[config.mk]
export PLATFORM = sky130hd
export DESIGN_NAME = checked_integer_alu_ub_detect_core
export DESIGN_NICKNAME = d
export VERILOG_FILES = /design/src/design/ciau_pkg.sv /design/src/design/ciau_unit.sv /design/src/design/checked_integer_alu_ub_detect_core.sv
export SDC_FILE = /design/constraint.sdc
export NUM_CORES = 2
export LEC_CHECK = 0
export ABC_AREA = 1
export BUFFER_PORTS_ARGS = -buffer_cell sky130_fd_sc_hd__buf_4
export CORE_MARGIN = 8
export CORE_UTILIZATION = 25
export CTS_BUF_LIST = sky130_fd_sc_hd__clkbuf_16
export CTS_CLUSTER_SIZE = 40
export DETAILED_ROUTE_END_ITERATION = 12
export PLACE_DENSITY_LB_ADDON = 0.05
export SETUP_SLACK_MARGIN = 0.1
export SLEW_MARGIN = 20
export SYNTH_ARGS = -nofsm -noshare
export SYNTH_HDL_FRONTEND = slang
export SYNTH_SLANG_ARGS = --single-unit
export TNS_END_PERCENT = 50
[constraint.sdc]
create_clock -name aclk -period 10.35 [get_ports aclk]
set_input_delay 0.5175 -clock aclk [delete_from_list [all_inputs] [get_ports aclk]]
set_output_delay 0.5175 -clock aclk [all_outputs]
set_load 0.01 [all_outputs]
[src/design/ciau_pkg.sv]
// shared types, codes and helpers for the checked integer alu
// no dependencies
`default_nettype none
package ciau_pkg;

    typedef enum logic [4:0] {
        CMD_PLUS = 5'd0, CMD_NEG = 5'd1, CMD_LNOT = 5'd2, CMD_BNOT = 5'd3,
        CMD_ADD = 5'd4, CMD_SUB = 5'd5, CMD_MUL = 5'd6, CMD_DIV = 5'd7,
        CMD_MOD = 5'd8, CMD_LT = 5'd9, CMD_GT = 5'd10, CMD_LE = 5'd11,
        CMD_GE = 5'd12, CMD_EQ = 5'd13, CMD_NE = 5'd14, CMD_LAND = 5'd15,
        CMD_LOR = 5'd16, CMD_AND = 5'd17, CMD_OR = 5'd18, CMD_XOR = 5'd19,
        CMD_SHL = 5'd20, CMD_SHR = 5'd21, CMD_CAST = 5'd22
    } cmd_t;

    localparam logic [3:0] UB_NONE = 4'd0;
    localparam logic [3:0] UB_UNINIT = 4'd1;
    localparam logic [3:0] UB_SOVF = 4'd2;
    localparam logic [3:0] UB_MINNEG = 4'd3;
    localparam logic [3:0] UB_ZDIV = 4'd4;
    localparam logic [3:0] UB_SHNEG = 4'd5;
    localparam logic [3:0] UB_SHBIG = 4'd6;
    localparam logic [3:0] UB_NEGSH = 4'd7;
    localparam logic [3:0] UB_TYPE = 4'd8;
    localparam logic [3:0] TY_BOOL = 4'd0;
    localparam logic [3:0] TY_MAX = 4'd8;

    typedef enum logic [2:0] {
        ST_IDLE, ST_MUL, ST_DIV, ST_FIX, ST_DONE
    } state_t;

    // start request to the shared shift-add unit
    typedef struct packed {
        logic        start;
        logic        is_div;
        logic [63:0] x;
        logic [63:0] y;
    } unit_req_t;

    typedef struct packed {
        logic         done;
        logic [127:0] prod;
        logic [63:0]  quo;
        logic [63:0]  rem;
    } unit_rsp_t;

    function automatic logic [6:0] type_width(input logic [3:0] t);
        case (t)
            4'd0: type_width = 7'd1;
            4'd1, 4'd2: type_width = 7'd8;
            4'd3, 4'd4: type_width = 7'd16;
            4'd5, 4'd6: type_width = 7'd32;
            default: type_width = 7'd64;
        endcase
    endfunction

    function automatic logic [6:0] shift_size(input logic [3:0] t);
        shift_size = (t == TY_BOOL) ? 7'd8 : type_width(t);
    endfunction

    function automatic logic type_signed(input logic [3:0] t);
        type_signed = (t == 4'd1) || (t == 4'd3) || (t == 4'd5) || (t == 4'd7);
    endfunction

    function automatic logic [63:0] mask_w(input logic [6:0] w);
        mask_w = (w >= 7'd64) ? 64'hFFFF_FFFF_FFFF_FFFF : ((64'd1 << w[5:0]) - 64'd1);
    endfunction

    // canonical 64-bit form of a typed value
    function automatic logic [63:0] canon(input logic [3:0] t, input logic [63:0] v);
        logic [6:0]  w;
        logic [63:0] m;
        logic [63:0] r;
        w = type_width(t);
        m = mask_w(w);
        r = v & m;
        if (type_signed(t) && w < 7'd64 && r[w[5:0] - 6'd1])
            r = r | ~m;
        canon = r;
    endfunction

    // convert a 64-bit value to type t
    function automatic logic [63:0] fit(input logic [3:0] t, input logic [63:0] v);
        if (t == TY_BOOL)
            fit = {63'd0, v != 64'd0};
        else
            fit = v & mask_w(type_width(t));
    endfunction

endpackage
`default_nettype wire

[src/design/ciau_unit.sv]
// shared shift-add unit: 64x64 multiply or 64/64 restoring divide, one bit a cycle
// depends on ciau_pkg
`default_nettype none
module ciau_unit (
    input  wire logic               aclk,
    input  wire logic               aresetn,
    input  wire ciau_pkg::unit_req_t req,
    output ciau_pkg::unit_rsp_t      rsp
);
    logic         busy_reg, busy_next;
    logic         done_reg, done_next;
    logic         div_reg, div_next;
    logic [6:0]   cnt_reg, cnt_next;
    logic [127:0] acc_reg, acc_next;
    logic [63:0]  y_reg, y_next;
    logic [64:0]  trial;
    logic [64:0]  msum;

    // one step of multiply or divide
    always_comb begin
        busy_next = busy_reg;
        done_next = 1'b0;
        div_next = div_reg;
        cnt_next = cnt_reg;
        acc_next = acc_reg;
        y_next = y_reg;
        trial = {acc_reg[127:63]} - {1'b0, y_reg};
        msum = {1'b0, acc_reg[127:64]} + (acc_reg[0] ? {1'b0, y_reg} : 65'd0);
        if (req.start) begin
            busy_next = 1'b1;
            div_next = req.is_div;
            cnt_next = 7'd0;
            y_next = req.y;
            acc_next = {64'd0, req.x};
        end else if (busy_reg) begin
            if (div_reg) begin
                // acc high holds remainder, low shifts dividend out
                if (!trial[64]) begin
                    acc_next = {trial[63:0], acc_reg[62:0], 1'b1};
                end else begin
                    acc_next = {acc_reg[126:0], 1'b0};
                end
            end else begin
                // multiplier bits leave at the bottom, y added into the high half
                acc_next = {msum, acc_reg[63:1]};
            end
            cnt_next = cnt_reg + 7'd1;
            if (cnt_reg == 7'd63) begin
                busy_next = 1'b0;
                done_next = 1'b1;
            end
        end
    end

    always_ff @(posedge aclk) begin
        if (!aresetn) begin
            busy_reg <= 1'b0;
            done_reg <= 1'b0;
        end else begin
            busy_reg <= busy_next;
            done_reg <= done_next;
        end
        div_reg <= div_next;
        cnt_reg <= cnt_next;
        acc_reg <= acc_next;
        y_reg <= y_next;
    end

    assign rsp.done = done_reg;
    assign rsp.prod = acc_reg;
    assign rsp.quo = acc_reg[63:0];
    assign rsp.rem = acc_reg[127:64];
endmodule
`default_nettype wire

[src/design/checked_integer_alu_ub_detect_core.sv]
// top level of the checked integer alu: decode, checks, sequencer, result register
// depends on ciau_pkg and ciau_unit
// result registered on the input transfer for fast operations; mul, div and mod that reach
// the shared shift-add unit pass through ST_MUL or ST_DIV, its 64 one-bit steps, then ST_FIX
// the next input is taken only after the result transfer, so one item at a time
// reset is synchronous: active-low aresetn clears the sequencer and output valid, sets lang_reg to 1.
`default_nettype none
module checked_integer_alu_ub_detect_core (
    input  wire logic         aclk,
    input  wire logic         aresetn,
    input  wire logic         s_tvalid,
    output logic              s_tready,
    // cmd[4:0], a_type[8:5], a_value[72:9], a_ub[76:73], b_type[80:77],
    // b_value[144:81], b_ub[148:145], zero fill up to 151
    input  wire logic [151:0] s_tdata,
    output logic              m_tvalid,
    input  wire logic         m_tready,
    // res_type[3:0], res_value[67:4], res_ub[71:68]
    output logic [71:0]       m_tdata,
    input  wire logic         cfg_valid,
    output logic              cfg_ready,
    input  wire logic         cfg_data
);
    ciau_pkg::state_t    state_reg, state_next;
    ciau_pkg::unit_req_t req;
    ciau_pkg::unit_rsp_t rsp;

    logic        lang_reg;
    logic [4:0]  cmd_reg;
    logic [3:0]  at_reg;
    logic [63:0] a_reg, b_reg;
    logic        sg_reg, neg_reg, adiv_reg;
    logic [3:0]  rt_reg, rt_next;
    logic [63:0] rv_reg, rv_next;
    logic [3:0]  ru_reg, ru_next;
    logic        ov_reg, ov_next;

    // decoded input fields
    logic [4:0]  in_cmd;
    logic [3:0]  in_at, in_aub, in_bt, in_bub;
    logic [63:0] a, b, minv, q, ma, mb;
    logic [6:0]  w;
    logic        sg;
    logic        fast_done;
    logic        go_mul, go_div;
    logic [6:0]  sigb;
    logic [6:0]  room;

    assign in_cmd = s_tdata[4:0];
    assign in_at = s_tdata[8:5];
    assign in_aub = s_tdata[76:73];
    assign in_bt = s_tdata[80:77];
    assign in_bub = s_tdata[148:145];
    assign a = ciau_pkg::canon(in_at, s_tdata[72:9]);
    assign b = ciau_pkg::canon(in_bt, s_tdata[144:81]);
    assign w = ciau_pkg::type_width(in_at);
    assign sg = ciau_pkg::type_signed(in_at);
    assign minv = ciau_pkg::canon(in_at, 64'd1 << (w[5:0] - 6'd1));
    assign ma = a[63] ? (64'd0 - a) : a;
    assign mb = b[63] ? (64'd0 - b) : b;

    // significant bits of a (position of leading one)
    always_comb begin
        sigb = 7'd0;
        for (int i = 0; i < 64; i++) begin
            if (a[i]) sigb = 7'(i + 1);
        end
    end
    assign room = w - sigb;

    assign s_tready = (state_reg == ciau_pkg::ST_IDLE) && !ov_reg;
    assign cfg_ready = 1'b1;
    assign m_tvalid = ov_reg;
    assign m_tdata = {ru_reg, (ru_reg != ciau_pkg::UB_NONE) ? 64'd0 : rv_reg, rt_reg};

    // decode, checks and fast operations
    always_comb begin
        fast_done = 1'b1;
        go_mul = 1'b0;
        go_div = 1'b0;
        rt_next = in_at;
        rv_next = 64'd0;
        ru_next = ciau_pkg::UB_NONE;
        q = 64'd0;
        if (in_cmd > ciau_pkg::CMD_CAST || in_at > ciau_pkg::TY_MAX) begin
            rt_next = ciau_pkg::TY_BOOL;
            ru_next = ciau_pkg::UB_TYPE;
        end else if (in_cmd <= ciau_pkg::CMD_BNOT) begin
            if (in_cmd == ciau_pkg::CMD_LNOT && in_at != ciau_pkg::TY_BOOL) begin
                rt_next = ciau_pkg::TY_BOOL;
                ru_next = ciau_pkg::UB_TYPE;
            end else if (in_aub != 4'd0) begin
                ru_next = (in_cmd == ciau_pkg::CMD_PLUS && in_aub <= 4'd8) ?
                          in_aub : ciau_pkg::UB_UNINIT;
            end else begin
                case (ciau_pkg::cmd_t'(in_cmd))
                    ciau_pkg::CMD_PLUS: rv_next = ciau_pkg::fit(in_at, a);
                    ciau_pkg::CMD_NEG: begin
                        if (sg && a == minv) ru_next = ciau_pkg::UB_SOVF;
                        else rv_next = ciau_pkg::fit(in_at, 64'd0 - a);
                    end
                    ciau_pkg::CMD_LNOT: begin
                        rt_next = ciau_pkg::TY_BOOL;
                        rv_next = {63'd0, a == 64'd0};
                    end
                    default: rv_next = ciau_pkg::fit(in_at, ~a);
                endcase
            end
        end else if (in_bt > ciau_pkg::TY_MAX) begin
            rt_next = ciau_pkg::TY_BOOL;
            ru_next = ciau_pkg::UB_TYPE;
        end else if (in_cmd == ciau_pkg::CMD_CAST) begin
            rt_next = in_bt;
            if (in_aub != 4'd0) ru_next = ciau_pkg::UB_UNINIT;
            else rv_next = ciau_pkg::fit(in_bt, a);
        end else if (in_cmd == ciau_pkg::CMD_SHL || in_cmd == ciau_pkg::CMD_SHR) begin
            if (ciau_pkg::type_signed(in_bt) && b[63]) ru_next = ciau_pkg::UB_SHNEG;
            else if (b >= {57'd0, ciau_pkg::shift_size(in_at)}) ru_next = ciau_pkg::UB_SHBIG;
            else if (in_aub != 4'd0 || in_bub != 4'd0) ru_next = ciau_pkg::UB_UNINIT;
            else if (sg && a[63]) ru_next = ciau_pkg::UB_NEGSH;
            else if (in_cmd == ciau_pkg::CMD_SHR)
                rv_next = ciau_pkg::fit(in_at, a >> b[5:0]);
            else if (sg && (lang_reg ? (b[6:0] >= room) : (b[6:0] > room)))
                ru_next = ciau_pkg::UB_SHBIG;
            else rv_next = ciau_pkg::fit(in_at, a << b[5:0]);
        end else if (in_bt != in_at ||
                     ((in_cmd == ciau_pkg::CMD_LAND || in_cmd == ciau_pkg::CMD_LOR) &&
                      in_at != ciau_pkg::TY_BOOL)) begin
            rt_next = ciau_pkg::TY_BOOL;
            ru_next = ciau_pkg::UB_TYPE;
        end else begin
            if (in_cmd >= ciau_pkg::CMD_LT && in_cmd <= ciau_pkg::CMD_LOR)
                rt_next = ciau_pkg::TY_BOOL;
            if (in_aub != 4'd0 || in_bub != 4'd0) begin
                ru_next = ciau_pkg::UB_UNINIT;
            end else begin
                case (ciau_pkg::cmd_t'(in_cmd))
                    ciau_pkg::CMD_ADD: begin
                        q = a + b;
                        if (sg && ((((a ^ q) & (b ^ q)) >> 63) != 64'd0 ||
                                   ciau_pkg::canon(in_at, q) != q))
                            ru_next = ciau_pkg::UB_SOVF;
                        else rv_next = ciau_pkg::fit(in_at, q);
                    end
                    ciau_pkg::CMD_SUB: begin
                        q = a - b;
                        if (sg && ((((a ^ b) & (a ^ q)) >> 63) != 64'd0 ||
                                   ciau_pkg::canon(in_at, q) != q))
                            ru_next = ciau_pkg::UB_SOVF;
                        else rv_next = ciau_pkg::fit(in_at, q);
                    end
                    ciau_pkg::CMD_MUL: begin
                        if (sg && ((a == minv && b == '1) || (b == minv && a == '1)))
                            ru_next = ciau_pkg::UB_MINNEG;
                        else begin
                            fast_done = 1'b0;
                            go_mul = 1'b1;
                        end
                    end
                    ciau_pkg::CMD_DIV, ciau_pkg::CMD_MOD: begin
                        if (b == 64'd0) ru_next = ciau_pkg::UB_ZDIV;
                        else if (sg && ((a == minv && b == '1) || (b == minv && a == '1)))
                            ru_next = ciau_pkg::UB_SOVF;
                        else begin
                            fast_done = 1'b0;
                            go_div = 1'b1;
                        end
                    end
                    ciau_pkg::CMD_LT: rv_next = {63'd0, sg ? ($signed(a) < $signed(b)) : (a < b)};
                    ciau_pkg::CMD_GT: rv_next = {63'd0, sg ? ($signed(b) < $signed(a)) : (b < a)};
                    ciau_pkg::CMD_LE: rv_next = {63'd0, sg ? !($signed(b) < $signed(a)) : !(b < a)};
                    ciau_pkg::CMD_GE: rv_next = {63'd0, sg ? !($signed(a) < $signed(b)) : !(a < b)};
                    ciau_pkg::CMD_EQ: rv_next = {63'd0, a == b};
                    ciau_pkg::CMD_NE: rv_next = {63'd0, a != b};
                    ciau_pkg::CMD_LAND: rv_next = {63'd0, (a != 64'd0) && (b != 64'd0)};
                    ciau_pkg::CMD_LOR: rv_next = {63'd0, (a != 64'd0) || (b != 64'd0)};
                    ciau_pkg::CMD_AND: rv_next = ciau_pkg::fit(in_at, a & b);
                    ciau_pkg::CMD_OR: rv_next = ciau_pkg::fit(in_at, a | b);
                    default: rv_next = ciau_pkg::fit(in_at, a ^ b);
                endcase
            end
        end
    end

    // unit start request
    always_comb begin
        req.start = s_tvalid && s_tready && (go_mul || go_div);
        req.is_div = go_div;
        req.x = sg ? ma : a;
        req.y = sg ? mb : b;
    end

    ciau_unit u_unit (
        .aclk    (aclk),
        .aresetn (aresetn),
        .req     (req),
        .rsp     (rsp)
    );

    // product, quotient and remainder fixup values
    logic [63:0]  lim;
    logic [63:0]  sq, sr;
    logic [127:0] p;
    assign p = rsp.prod;
    assign lim = (64'd1 << (ciau_pkg::type_width(at_reg) - 7'd1)) - (neg_reg ? 64'd0 : 64'd1);
    assign sq = ((a_reg ^ b_reg) >> 63) != 64'd0 ? 64'd0 - rsp.quo : rsp.quo;
    assign sr = a_reg[63] ? 64'd0 - rsp.rem : rsp.rem;

    // sequencer
    always_comb begin
        state_next = state_reg;
        case (state_reg)
            ciau_pkg::ST_IDLE: begin
                if (s_tvalid && s_tready && !fast_done)
                    state_next = go_div ? ciau_pkg::ST_DIV : ciau_pkg::ST_MUL;
            end
            ciau_pkg::ST_MUL, ciau_pkg::ST_DIV: begin
                if (rsp.done) state_next = ciau_pkg::ST_FIX;
            end
            ciau_pkg::ST_FIX: state_next = ciau_pkg::ST_DONE;
            ciau_pkg::ST_DONE: state_next = ciau_pkg::ST_IDLE;
            default: state_next = ciau_pkg::ST_IDLE;
        endcase
    end

    always_ff @(posedge aclk) begin
        if (!aresetn) begin
            state_reg <= ciau_pkg::ST_IDLE;
            ov_reg <= 1'b0;
            lang_reg <= 1'b1;
        end else begin
            state_reg <= state_next;
            if (cfg_valid && cfg_ready) lang_reg <= cfg_data;
            if (m_tvalid && m_tready) ov_reg <= 1'b0;
            if (s_tvalid && s_tready && fast_done) ov_reg <= 1'b1;
            if (state_reg == ciau_pkg::ST_FIX) ov_reg <= 1'b1;
        end
        // capture on input transfer
        if (s_tvalid && s_tready) begin
            cmd_reg <= in_cmd;
            at_reg <= in_at;
            a_reg <= a;
            b_reg <= b;
            sg_reg <= sg;
            neg_reg <= (ma != 64'd0) && (mb != 64'd0) && (a[63] ^ b[63]);
            adiv_reg <= go_div;
            rt_reg <= rt_next;
            rv_reg <= rv_next;
            ru_reg <= ru_next;
        end
        // result from the shared unit
        if (state_reg == ciau_pkg::ST_FIX) begin
            rt_reg <= at_reg;
            ru_reg <= ciau_pkg::UB_NONE;
            if (adiv_reg) begin
                if (sg_reg)
                    rv_reg <= ciau_pkg::fit(at_reg, (cmd_reg == ciau_pkg::CMD_DIV) ? sq : sr);
                else
                    rv_reg <= ciau_pkg::fit(at_reg, (cmd_reg == ciau_pkg::CMD_DIV) ?
                                            rsp.quo : rsp.rem);
            end else begin
                if (sg_reg && (p[127:64] != 64'd0 || p[63:0] > lim))
                    ru_reg <= ciau_pkg::UB_SOVF;
                rv_reg <= ciau_pkg::fit(at_reg, sg_reg ?
                          (neg_reg ? 64'd0 - p[63:0] : p[63:0]) : p[63:0]);
            end
        end
    end
endmodule
`default_nettype wire

# Yosys cells after proc, flatten, opt, wreduce, memory -nomap -nowiden
# Index checks and enable logic that the tools add are counted.
# op_classes
add_sub_neg	34
multipliers	0
div_mod_pow	0
order_cmp	41
eq_ne	56
n_shift	22
mux	378
bitwise	41
n_reduce_logical	102
# ops
cell	count
$mux W64	90
$and A64 B64 Y64	22
$mux W7	181
$shl A1 B6 Y64 const A	19
$sub A64 B1 Y64 const B	18
$reduce_bool A64 Y1	17
$pmux W64 S13	1
$or A64 B64 Y64	6
$not A64 Y64	5
$xor A64 B64 Y64	5
$lt A64 B64 Y1	4
$mux W128	2
$sub A1 B64 Y64 const A	4
$eq A64 B64 Y1	3
$ne A64 B64 Y1	3
$pmux W64 S3	1
$eq A64 B64 Y1 const B	2
$logic_not A64 Y1	2
$ge A7 B7 Y1 const B	18
$mux W4	23
$pmux W7 S4	3
$add A64 B64 Y65	1
$sub A65 B64 Y65	1
$add A64 B64 Y64	1
57 further kinds	242
# totals
reg_bits	419
latch_bits	0
ram_bits	0
mem_bits_ro	0
input_bits	158
out_inout_bits	75
memories	0

# Logic depth before layout (Yosys ltp)
# logic_depth
word_depth	108
mapped_depth	104

# Cells and area by module
# A second synthesis with hierarchy kept.
# hier_totals
cells_unflattened	13122
area_unflattened_um2	71752.6
# by_module_without_submodules
mod	instances	cells_each	area_per_inst_um2
checked_integer_alu_ub_detect_core	1	9346	49812.8
ciau_unit	1	3776	21939.8

# Worst setup path after synthesis
# OpenSTA, ideal clock, no wires.
# synth_timing
kind	input to register
start	input s_tdata[8]
end	register rv_reg[58], data pin
setup_time_ps	130
t_arrival_ps	9851
required_time_ps	10220
setup_slack_ps	369
cell_stages	100
n_path_buf	5
path_cell_list	buf_4 nor2_8 inv_1 nor2_1 inv_2 clkbuf_1 clkbuf_1 buf_1 ha_1 ha_1 nand2_1 ha_1 inv_1 nand2_1 nand2_1 o21ai_1 a21oi_1 nor2_1 (+64 left out) xor2_1 ha_1 nand2_1 nor2_1 nand4_1 o21ai_0 inv_1 nand2_1 inv_1 nor2_1 nand2_1 clkbuf_1 o32ai_1 nand2_1 a21oi_1 a21boi_0 o21ai_0 nand2_1
# synth_via
elab_chain_cells	92
elab_cells_between_ends	369
cone_classes	add/sub: 20; order compare: 20; eq/ne: 11; shift: 16; mux: 245; bitwise: 31; reduce/logical: 26
# synth_rtl
element	line_no	rtl
start, declared	checked_integer_alu_ub_detect_core.sv:15	input wire logic [151:0] s_tdata,
$eq A4 B3 Y1, or another cell as far along	ciau_pkg.sv:47, ciau_pkg.sv:61	
$reduce_or A2 Y1	ciau_pkg.sv:47	case (t)
$pmux W7 S4	ciau_pkg.sv:47	
$shl A1 B6 Y64	ciau_pkg.sv:65	mask_w = (w >= 7'd64) ? 64'hFFFF_FFFF_FFFF_FFFF : ((64'd1 << w[5:0]) - 64'd1);
$sub A64 B1 Y64	ciau_pkg.sv:65	
$mux W64	ciau_pkg.sv:65	
$and A64 B64 Y64	ciau_pkg.sv:75	r = v & m;
$bmux W1 S6	ciau_pkg.sv:76	if (type_signed(t) && w < 7'd64 && r[w[5:0] - 6'd1])
(+76 left out)	n/a	
$mux W64	checked_integer_alu_ub_detect_core.sv:117	if (ciau_pkg::type_signed(in_bt) && b[63]) ru_next = ciau_pkg::UB_SHNEG;
$mux W64	checked_integer_alu_ub_detect_core.sv:116	end else if (in_cmd == ciau_pkg::CMD_SHL || in_cmd == ciau_pkg::CMD_SHR) begin
$mux W64	checked_integer_alu_ub_detect_core.sv:112	end else if (in_cmd == ciau_pkg::CMD_CAST) begin
$mux W64	checked_integer_alu_ub_detect_core.sv:109	end else if (in_bt > ciau_pkg::TY_MAX) begin
$mux W64	checked_integer_alu_ub_detect_core.sv:88	end else if (in_cmd <= ciau_pkg::CMD_BNOT) begin
$mux W64 (*)	checked_integer_alu_ub_detect_core.sv:85	if (in_cmd > ciau_pkg::CMD_CAST || in_at > ciau_pkg::TY_MAX) begin
$mux W64 (*)	checked_integer_alu_ub_detect_core.sv:239	if (s_tvalid && s_tready) begin
$mux W64 (*)	checked_integer_alu_ub_detect_core.sv:252	if (state_reg == ciau_pkg::ST_FIX) begin
end signal, assigned	checked_integer_alu_ub_detect_core.sv:248	rv_reg <= rv_next;
end signal, assigned	checked_integer_alu_ub_detect_core.sv:257	rv_reg <= ciau_pkg::fit(at_reg, (cmd_reg == ciau_pkg::CMD_DIV) ? sq : sr);
end signal, assigned	checked_integer_alu_ub_detect_core.sv:259	rv_reg <= ciau_pkg::fit(at_reg, (cmd_reg == ciau_pkg::CMD_DIV) ?
end, declared	checked_integer_alu_ub_detect_core.sv:34	logic [63:0] rv_reg, rv_next;
# Every way passes the cells marked *; elsewhere a longest branch is shown, timed or not. The select of a mux whose other input is x is not followed.
# A chain may end at the register's enable or synchronous reset.

# Worst setup path after layout
# layout_timing
start	input s_tdata[77]
end	register rv_reg[39], data pin
# layout_via
elab_chain_cells	39
elab_cells_between_ends	130
cone_classes	add/sub: 5; order compare: 7; eq/ne: 10; shift: 4; mux: 63; bitwise: 23; reduce/logical: 18
# layout_rtl
element	line_no	rtl
$eq A4 B3 Y1, or another cell as far along	ciau_pkg.sv:47, ciau_pkg.sv:61	
$reduce_or A2 Y1	ciau_pkg.sv:47	
$pmux W7 S4	ciau_pkg.sv:47	
$shl A1 B6 Y64	ciau_pkg.sv:65	
$sub A64 B1 Y64	ciau_pkg.sv:65	
$mux W64	ciau_pkg.sv:65	
$and A64 B64 Y64	ciau_pkg.sv:75	
$bmux W1 S6	ciau_pkg.sv:76	
(+23 left out)	n/a	
$mux W64	checked_integer_alu_ub_detect_core.sv:126	end else if (in_bt != in_at ||
$mux W64	checked_integer_alu_ub_detect_core.sv:116	
$mux W64	checked_integer_alu_ub_detect_core.sv:112	
$mux W64 (*)	checked_integer_alu_ub_detect_core.sv:109	
$mux W64 (*)	checked_integer_alu_ub_detect_core.sv:88	
$mux W64 (*)	checked_integer_alu_ub_detect_core.sv:85	
$mux W64 (*)	checked_integer_alu_ub_detect_core.sv:239	
$mux W64 (*)	checked_integer_alu_ub_detect_core.sv:252	
# Marked as above.

==> impl_metrics.py <==
metrics = {
    "timing": {
        "max_freq_ghz": 0.100,
        "clock_skew_ns": 0.0559,
        "worstMarginPinSlew_ns": 1.49,
        "finalCritPeriodShare_pct": 96.5,
        "setup_violations": 0,
        "finalHoldViolCount": 0,
        "rsz0062_at_grt": "true",
        "period_minus_slack_ns": 9.98,
        "drv_slew": 1,
        "relSlewSlack_pct": -0.500,
        "timing.final.ws_setup_ns": 0.366,
    },
    "power": {
        "seq_power_share_pct": 15.2,
        "vdd_drop_max_mv": 0.113,
        "leakage_nw": 35.1,
        "p_sw_share_pct": 59.1,
        "pwr-share-comb_pct": 71.4,
        "clkPwrFrac_pct": 13.3,
        "intPower_w": 0.00465,
        "power_density_nw_per_um2": 148,
        "total_power_w": 0.0114,
        "p_sw_w": 0.00672,
    },
    "die": {
        "boundaryPins": 233,
        "core.rowCount": 187,
        "fp.coreArea_um2": 259000,
        "fp.dieW_um": 525,
        "dieArea_um2": 276000,
        "die_y_um": 525,
        "start_util_pct": 25.1,
    },
    "grt": {
        "grt_usage_pct": 35.3,
        "grt_overflow_total": 0,
        "grt_max_degree": 186,
        "antenna_found_initial": 67,
        "grt_first_pass_wirelength_mm": 693,
        "grt_pass1_vias": 81700,
    },
    "clock_tree": {
        "clock_sinks": 293,
        "numCtsBuffers": 42,
        "cts_tree": "done",
        "cts.clk_slew.worst_paths_ns": 0.07,
        "cts_hold_buf": 0,
        "clk_path_buf_depth": 3,
        "htreeDepth": 2,
        "worstSkewPairLatency_ns": 0.66,
        "root_buffer": "clkbuf_16",
    },
    "run_status": {
        "violations": "capacitance limit, slew limit",
        "status": "finished, violations left",
    },
    "yosys": {
        "synthAdderAreaFrac_pct": 9.67,
        "synth-xor-area-share_pct": 5.40,
        "synth_area_um2": 64800,
        "ys_seq_elements": 293,
        "yosysTopAreaCellShare_pct": 14.9,
        "post-synth-top-area-cell": "nand2_1",
        "synthSimpleGateAreaFrac_pct": 33.2,
        "syn_inst": 11100,
        "synth_top_family_by_area": "simple AND/OR/NAND/NOR gates",
        "muxShareOfSynthArea_pct": 0.481,
        "syn_nets": 11800,
        "synth.area.top_cells": "nand2_1, edfxtp_1, ha_1",
        "synth_compound_area_share_pct": 26.9,
        "ys_types": 97,
        "synthFlopType": "edfxtp_1",
        "synth_area_per_cell_um2": 5.83,
        "ys_async_sr_fraction_pct": 0,
        "synth-edff-count": 215,
        "seq_area_frac_synth_pct": 12.4,
        "yosys_warnings": 0,
    },
    "finish": {
        "fill_cells": 29700,
        "fin_nets": 12300,
        "largest_reg_flops": 128,
        "syn_to_final_growth_pct": 18.7,
        "fin_util_pct": 29.7,
        "drive_gt1_share_pct": 14.5,
    },
    "detailed_routing": {
        "drtIter0Drc": 11000,
        "ant_nets": 0,
        "avgViaCountPerCell": 5.71,
        "post_drt_wl_per_cell_um": 34.2,
        "drtPass1Iterations": 9,
        "num_vias": 86300,
        "routed_wl_mm": 518,
        "route.detailed.drc": 0,
    },
    "worst_setup_path": {
        "cp_slowest_cell": "ha_1",
        "critPathKind": "input pin to register",
        "start_kind": "input pin",
        "crit_top_cell": "nand2_1",
        "r2r_setup_slack_ns": 2.24,
        "cp.arrival_ns": 10.51,
        "crit_path_max_fanout": 12,
        "cp-end-kind": "register",
        "max_stage_delay_ns": 0.48,
        "cp.required_ns": 10.88,
    },
    "placed_design": {
        "post-dp-hpwl_mm": 431,
        "pre_cts_ws_ns": -0.386,
        "portBuffers": 228,
        "globalplace.congestion": 1.08,
    },
    "job": {
        "maxCapViolCount": 1,
    },
    "worst_hold_path": {
        "hp-class": "input pin to register",
    },
}
-- worst max-delay path: cells and delay by family --
family / cells / cell delay [ns]
and+or+nand+nor: 29 / 3.14
xor gates and xnor gates: 1 / 0.26
AOI/OAI and AO/OA: 14 / 2.84
adders and majority gates: 4 / 1.17
buffers and inverters: 17 / 2.54
-- power groups by stage --
stage          Sequential, W  Clock (W)  Combinational, W
5_1_grt              0.00174    0.00159           0.00851
3_5_place_dp         0.00174          0           0.00780
2_1_floorplan        0.00159          0           0.00412
3_3_place_gp         0.00175          0           0.00783
6_report             0.00173    0.00152           0.00812
4_1_cts              0.00172    0.00156           0.00783
-- layout by cell type, fill, tap and decap left out, types with 21 or more instances in the layout --
cell and instances:
buf_12 22, ha_1 490, a21oi_1 766, a31oi_1 154
o32ai_1 26, nor4_1 96, nor3_1 161, o21ai_0 1190
clkinv_1 38, o2111ai_1 21, nor2_2 52, nand3_1 615
o21bai_1 28, xor2_1 357, buf_4 1094, inv_1 1185
mux2i_1 30, o21ai_1 174, a211oi_1 35, o22ai_1 134
clkbuf_16 47, dfxtp_1 77, o31ai_1 38, xnor2_1 42
inv_2 95, nand4_1 207, nand2_1 2531, o211ai_1 159
edfxtp_1 215, o21ai_2 47, nand2_2 83, o221ai_1 62
or2_2 59, diode_2 27, o21a_1 26, nor2_1 970
nor2_4 29
-- what timing repair did --
action / CTS / global route
endpoints found under the setup margin: 0 / 66
buffers inserted: 0 / 3
resized for setup: 0 / 93
-- final timing paths --
path                                   from                        end  cells past startpoint
setup reg to reg        at_reg[1]$_DFFE_PP_        ru_reg[1]$_DFFE_PP_                     29
hold reg to reg   state_reg[1]$_SDFFE_PN0P_  state_reg[1]$_SDFFE_PN0P_                      2
setup / recovery                s_tdata[77]       rv_reg[39]$_DFFE_PP_                     65
hold / removal                    cfg_valid      lang_reg$_SDFFE_PN1P_                      2
-- cells by family after synthesis --
family	after synthesis
other cells	1
simple gates	4931
buf+inv	1920
fa+ha+maj	498
mux	31
xor+xnor	399
flops	293
compound gates	3031
-- synth_stat cells (all sizes together) (78+ instances only) --
| master | count |
|---|---|
| a31oi | 157 |
| edfxtp | 215 |
| nor2 | 1053 |
| o22ai | 135 |
| nand2 | 2628 |
| clkbuf | 389 |
| nand4 | 216 |
| dfxtp | 78 |
| buf | 212 |
| xor2 | 357 |
| nand3 | 632 |
| ha | 494 |
| a21oi | 788 |
| inv | 1281 |
| o21ai | 1415 |
| nor4 | 107 |
| o211ai | 159 |
| nor3 | 184 |
-- routing by layer --
metal  track usage, %  vias to the layer above  wire length [um]
met1             48.2                    42100            226000
met5                0                        -                57
met2             52.2                     4476            212000
li1                 -                    38900                 -
met4             20.5                        8             37500
met3             5.91                      859             42500
-- metrics by stage --
| stage | hold slack, ns | TNS (ns) | area [um2] | cells |
|---|---|---|---|---|
| 5_1_grt | 0.0842 | 0 | 76800 | 15100 |
| 4_1_cts | 0.0243 | 0 | 76500 | 15100 |
| 3_5_place_dp | 0.523 | -6.01 | 75100 | 15000 |
| 6_report | 0.0739 | 0 | 76900 | 15100 |
| 2_1_floorplan | 0.437 | 0 | 64800 | 11100 |
| 3_3_place_gp | 0.510 | -23.04 | 75100 | 15000 |
-- final cells by class --
class	count	area, um2	share of cell area, %
antenna	27	67.6	0.0879
clock buffer	44	1100	1.43
clock inverter	34	262	0.340
inverter	1317	4980	6.48
multi-input combinational	8891	49400	64.3
sequential	293	8020	10.4
tap	3402	4260	5.54
timing repair buffer	1122	8770	11.4
No activity file was read; power rests on OpenSTA's default activity.
